===== src/hw/rtl/vaa_pkg.sv =====
// shared constants, types and command/status structures of the autocorrelation accumulator
package vaa_pkg;
    localparam int MAX_LAG       = 64;
    localparam int NUM_PARTICLES = 1024;
    localparam int NUM_SPECIES   = 8;

    localparam int LAG_W   = $clog2(MAX_LAG);
    localparam int CNT_W   = LAG_W + 1;
    localparam int PART_W  = 10;
    localparam int SPEC_W  = 3;
    localparam int VEL_W   = 24;
    localparam int CFG_W   = 7;
    localparam int SUM_W   = 64;
    localparam int TICK_W  = 32;
    localparam int PROD_W  = 2 * VEL_W;
    localparam int DOT_W   = PROD_W + 2;
    localparam int HIST_W  = 3 * VEL_W;
    localparam int HIST_AW = PART_W + LAG_W;
    localparam int ACC_AW  = SPEC_W + LAG_W;
    localparam int ACC_DEPTH = 1 << ACC_AW;
    localparam logic [CFG_W-1:0] CORR_RESET = 7'd50;

    typedef struct packed {
        logic              clear;
        logic [ACC_AW-1:0] clr_addr;
        logic              capture;
        logic              hist_wr;
        logic              issue;
        logic [LAG_W-1:0]  issue_k;
        logic              rd_issue;
        logic              out_load;
        logic              tick_adv;
    } vaa_cmd_t;

    typedef struct packed {
        logic             sample_ok;
        logic             acc_ok;
        logic             last;
        logic [CNT_W-1:0] n_lags;
        logic             pipe_busy;
        logic             out_free;
    } vaa_sts_t;
endpackage


===== src/hw/rtl/vaa_ctrl.sv =====
// controller state machine: clearing pass, request decode and lag sequencing
module vaa_ctrl (
    input  logic              clk,
    input  logic              rst_n,
    input  logic              in_valid,
    input  logic              in_kind,
    input  vaa_pkg::vaa_sts_t sts,
    output vaa_pkg::vaa_cmd_t cmd
);
    localparam logic [2:0] ST_CLEAR = 3'd0;
    localparam logic [2:0] ST_IDLE  = 3'd1;
    localparam logic [2:0] ST_WRITE = 3'd2;
    localparam logic [2:0] ST_RUN   = 3'd3;
    localparam logic [2:0] ST_DRAIN = 3'd4;
    localparam logic [2:0] ST_READ  = 3'd5;
    localparam logic [2:0] ST_RWAIT = 3'd6;

    logic [2:0]                 state_reg, state_next;
    logic [vaa_pkg::ACC_AW-1:0] clr_reg, clr_next;
    logic [vaa_pkg::LAG_W-1:0]  k_reg, k_next;

    always_ff @(posedge clk or negedge rst_n)
    begin
        if (!rst_n)
        begin
            state_reg <= ST_CLEAR;
            clr_reg   <= '0;
            k_reg     <= '0;
        end
        else
        begin
            state_reg <= state_next;
            clr_reg   <= clr_next;
            k_reg     <= k_next;
        end
    end

    always_comb
    begin
        state_next   = state_reg;
        clr_next     = clr_reg;
        k_next       = k_reg;
        cmd          = '0;
        cmd.clr_addr = clr_reg;
        cmd.issue_k  = k_reg;
        unique case (state_reg)
            ST_CLEAR:
            begin
                cmd.clear = 1'b1;
                clr_next  = clr_reg + 1'b1;
                if (clr_reg == vaa_pkg::ACC_AW'(vaa_pkg::ACC_DEPTH - 1))
                    state_next = ST_IDLE;
            end
            ST_IDLE:
            begin
                cmd.capture = 1'b1;
                if (in_valid)
                    state_next = in_kind ? ST_READ : ST_WRITE;
            end
            ST_WRITE:
            begin
                cmd.hist_wr = sts.sample_ok;
                k_next      = '0;
                state_next  = (sts.sample_ok && sts.acc_ok) ? ST_RUN : ST_DRAIN;
            end
            ST_RUN:
            begin
                cmd.issue = 1'b1;
                k_next    = k_reg + 1'b1;
                if ({1'b0, k_reg} == sts.n_lags - 1'b1)
                    state_next = ST_DRAIN;
            end
            ST_DRAIN:
            begin
                if (!sts.pipe_busy)
                begin
                    cmd.tick_adv = sts.last;
                    state_next   = ST_IDLE;
                end
            end
            ST_READ:
            begin
                cmd.rd_issue = 1'b1;
                state_next   = ST_RWAIT;
            end
            ST_RWAIT:
            begin
                if (sts.out_free)
                begin
                    cmd.out_load = 1'b1;
                    state_next   = ST_IDLE;
                end
            end
            default:
            begin
                state_next = ST_IDLE;
            end
        endcase
    end

    a_clear_excl: assert property (@(posedge clk) disable iff (!rst_n)
        cmd.clear |-> !cmd.issue && !cmd.rd_issue && !cmd.capture)
        else $error("clearing pass overlaps other work");
    a_load_free: assert property (@(posedge clk) disable iff (!rst_n)
        cmd.out_load |-> sts.out_free)
        else $error("result loaded over a pending result");
    a_tick_idle: assert property (@(posedge clk) disable iff (!rst_n)
        cmd.tick_adv |-> !sts.pipe_busy)
        else $error("tick advanced with lags in flight");
    a_load_after_read: assert property (@(posedge clk) disable iff (!rst_n)
        cmd.rd_issue |=> state_reg == ST_RWAIT)
        else $error("read issue not followed by result wait");
endmodule

===== config.mk =====
export PLATFORM = sky130hd
export DESIGN_NAME = vaa_ctrl
export DESIGN_NICKNAME = d
export VERILOG_FILES = /design/src/hw/rtl/vaa_pkg.sv /design/src/hw/rtl/vaa_ctrl.sv
export SDC_FILE = /design/constraint.sdc
export NUM_CORES = 1
export LEC_CHECK = 0
export ABC_AREA = 1
export CAP_MARGIN = 20
export CORE_ASPECT_RATIO = 0.6
export CORE_MARGIN = 10
export CORE_UTILIZATION = 44
export DETAILED_ROUTE_END_ITERATION = 8
export DONT_BUFFER_PORTS = 1
export HOLD_SLACK_MARGIN = 0.05
export PLACE_DENSITY_LB_ADDON = 0.08
export SYNTH_ARGS = -nofsm -noshare
export SYNTH_HDL_FRONTEND = slang
export SYNTH_SLANG_ARGS = --single-unit

===== constraint.sdc =====
create_clock -name clk -period 1.4 [get_ports clk]
set_input_delay 0.14 -clock clk [delete_from_list [all_inputs] [get_ports clk]]
set_output_delay 0.14 -clock clk [all_outputs]
set_load 0.005 [all_outputs]

==> impl_metrics.env <==
export IMPL_power_switching_fraction_pct=41.0
export IMPL_postSynthRegisterBits=18
export IMPL_layout_min_cycle_time_ns=1.57
export IMPL_clock_power_share_pct=15.6
export IMPL_num_io_pins=38
export IMPL_final_slew_violations=0
export IMPL_ir_worst_vdd_uv=949
export IMPL_ys_seq_area_share_pct=36.4
export IMPL_rows=14
export IMPL_max_cap_violations=0
export IMPL_power_leakage_nw=0.893
export IMPL_p_sw_mw=1.11
export IMPL_worst_endpoint_required_ns=1.54
export IMPL_grt_use_met3_pct=4.48
export IMPL_ctsLongestPathBuffers=2
export IMPL_grt_antenna_before_repair=0
export IMPL_drt_first_iter_violations=96
export IMPL_synthesis_instances=185
export IMPL_final_setup_violation_count=5
export IMPL_grt_total_usage_pct=12.6
export IMPL_largest_register_ffs=9
export IMPL_max_clock_freq_ghz=0.638
export IMPL_violations_in_the_final_reports="setup timing"
export IMPL_seq_power_share_pct=30.7
export IMPL_grt_start_max_net_pins=19
export IMPL_numClockSinks=18
export IMPL_grt_busiest_layer="met2"
export IMPL_critical_path_n_buffers_inverters=0
export IMPL_comb_power_share_pct=53.7
export IMPL_layout_setup_ws_ns=-0.167
export IMPL_global_route_usage_met2_pct=21.4
export IMPL_tightest_slew_ns=0.840
export IMPL_placed_cells_incl_taps=240
export IMPL_fin_area_um2=1590
export IMPL_syn_area_per_cell_um2=6.69
export IMPL_syn_area_um2=1240
export IMPL_detail_route_antenna_nets=0
export IMPL_route_vias_total=1224
export IMPL_synth_warnings=0
export IMPL_slowest_cp_cell="sky130_fd_sc_hd__dfrtp_1"
export IMPL_outcome="finished, violations left"
export IMPL_crit_path_max_incr_delay_ns=0.36
export IMPL_dieArea_um2=5400
export IMPL_drcViolationCount=0
export IMPL_die_y_um=61.1
export IMPL_timing_hold_worst_class="primary input to register"
export IMPL_clock_tree_from_tritoncts="done"
export IMPL_critical_path_top_delay_family="simple AND/OR/NAND/NOR gates"
export IMPL_routed_wirelength_um=3480
export IMPL_slew_limit_headroom_pct=43.8
export IMPL_yosys_cell_types_count=20
export IMPL_dr_pass1_iters=4
export IMPL_fin_total_pwr_mw=2.72
export IMPL_clock_latency_ns=0.25
export IMPL_worst_setup_path_type="register to register"
export IMPL_route_detailed_vias_per_inst=4.92
export IMPL_hold_viol=0
export IMPL_grt_pass1_vias=1141
export IMPL_use_met1_pct=16.0
export IMPL_arrival_ns=1.71
export IMPL_wire_per_inst_um=14.0
export IMPL_internal_power_mw=1.61
export IMPL_cp_cell_sequence="ha_1, nand4_1, nor2_1, ha_1, nor2_2, nor4_4, nand2_2, nand2_1, nand2_1"
export IMPL_skew_ns=0.000980
export IMPL_post_layout_nonfiller_instances=249
export IMPL_critical_path_endpoint_type="register"
export IMPL_hpwl_um=2740
export IMPL_critical_path_peak_fanout=4
export IMPL_placeableCoreArea_um2=2590
export IMPL_postLayoutCoreUtil_pct=61.5
export IMPL_final_nets=238
export IMPL_power_density_nw_per_um2=1710
export IMPL_final_period_utilization_pct=112
export IMPL_fp_dieW_um=88.5
export IMPL_gr_total_overflow=0
export IMPL_grt_first_pass_wirelength_um=5420
export IMPL_final_layout_size_suffix_gt1_share_pct=19.8
export IMPL_antenna_cells=0
export IMPL_dpl_cell_area_um2=1450
export IMPL_port_buffer_count=0
export IMPL_rsz0062_at_grt="yes"
export IMPL_initial_utilization_pct=47.7
export IMPL_postSynthNetCount=205
export IMPL_globalplace_congestion=0.891
export IMPL_clock_transition_at_the_register_clock_pins_on_the_worst_setup_and_hold_paths_after_cts_ns=0.07
export IMPL_cts_max_level=1
export IMPL_placement_setup_worst_slack_ns=-0.139
export IMPL_filler_cell_count=253
export IMPL_start_kind="register"
export IMPL_flow_area_growth_from_synthesis_pct=28.8
export IMPL_root_buffer="sky130_fd_sc_hd__clkbuf_8"
export IMPL_cts_made_buffers=3
worst reg2reg max path, stage by stage (launching register included):
cell and delay (ns):
sky130_fd_sc_hd__dfrtp_1 0.36, sky130_fd_sc_hd__ha_1 0.17, sky130_fd_sc_hd__nand4_1 0.14, sky130_fd_sc_hd__nor2_1 0.12, sky130_fd_sc_hd__ha_1 0.17, sky130_fd_sc_hd__nor2_2 0.06
sky130_fd_sc_hd__nor4_4 0.22, sky130_fd_sc_hd__nand2_2 0.09, sky130_fd_sc_hd__nand2_1 0.07, sky130_fd_sc_hd__nand2_1 0.06
logic make-up (layout without fill, tap and decap cells):
logic type	Yosys count	count (layout)	share of synthesized area (%)
adder cells (fa/ha/maj)	4	4	4.04
buffers and inverters	29	61	8.80
XOR/XNOR	7	7	4.95
AND/OR/NAND/NOR	118	118	42.1
AO/OA/AOI/OAI	9	9	3.74
flip-flops	18	18	36.4
power groups by stage:
stage	Combinational (mW)	Sequential [mW]	Clock, mW
finish	1.46	0.835	0.423
global route	1.64	0.863	0.457
CTS	1.31	0.817	0.437
detailed placement	1.24	0.829	0
global placement	1.22	0.824	0
floorplan	0.713	0.865	0
what timing repair did:
| item | in CTS | in global routing |
|---|---|---|
| hold endpoints to repair | 18 | 0 |
| buffers inserted | 2 | 2 |
| endpoints found under the setup margin | 5 | 8 |
| pin swaps | 2 | 2 |
| hold buffers | 1 | 0 |
| gates resized for setup | 1 | 11 |
cell usage in the layout (no fill, tap or decap), types with 7 or more instances in the layout:
master                    netlist  layout
sky130_fd_sc_hd__nand2_1       64      64
sky130_fd_sc_hd__buf_4          0      23
sky130_fd_sc_hd__o21ai_0        7       7
sky130_fd_sc_hd__nor2_1        25      25
sky130_fd_sc_hd__nand3_1       12      12
sky130_fd_sc_hd__dfrtp_1       18      17
sky130_fd_sc_hd__inv_1         28      27
stage by stage:
stage | setup TNS [ns] | hold slack, ns
finish | -0.432 | 0.123
detailed placement | -0.284 | -0.155
CTS | -0.450 | 0.118
floorplan | -0.203 | -0.156
global placement | -0.181 | -0.155
global route | -0.948 | 0.121
final timing paths:
check                                       start                  endpoint  slack [ns]  cells past startpoint
hold reg to reg            clr_reg[8]$_DFFE_PN0P_    clr_reg[8]$_DFFE_PN0P_        0.56                      2
setup reg to reg           clr_reg[0]$_DFFE_PN0P_  state_reg[1]$_DFFE_PN0P_       -0.17                      9
min in group asynchronous                   rst_n    clr_reg[8]$_DFFE_PN0P_        0.43                      1
max in group asynchronous                   rst_n  state_reg[1]$_DFFE_PN0P_        0.39                      1
hold / removal                             sts[0]  state_reg[2]$_DFFE_PN0P_        0.12                      3
setup / recovery           clr_reg[0]$_DFFE_PN0P_  state_reg[1]$_DFFE_PN0P_       -0.17                      9
cells in the mapped netlist, drive strengths merged:
cell / instances / area, µm²
xor2: 4 / 35.0
nand3: 12 / 60.1
nand4: 3 / 18.8
inv: 29 / 109
nor3b: 3 / 22.5
a31oi: 1 / 6.26
o21ai: 7 / 35.0
nor4: 2 / 27.5
xnor2: 3 / 26.3
a21oi: 1 / 5.00
nor3: 3 / 20.0
nand2: 67 / 259
nor2: 28 / 113
dfrtp: 18 / 450
ha: 4 / 50.1
routing by layer:
| metal | vias up | wire length [µm] |
|---|---|---|
| met1 | 559 | 1530 |
| met2 | 27 | 1680 |
| met5 | - | 0 |
| met3 | 0 | 270 |
| met4 | 0 | 0 |
| li1 | 638 | - |
area by class of cell:
type,count,area [µm²],share of cell area (%)
clock buffers,4,55.1,3.45
inverters,29,109,6.83
multi-input cells,138,711,44.6
flip-flops and latches,18,452,28.3
well taps,32,40.0,2.51
repair buffers,28,228,14.3
Power figures use the tool's default switching activity.
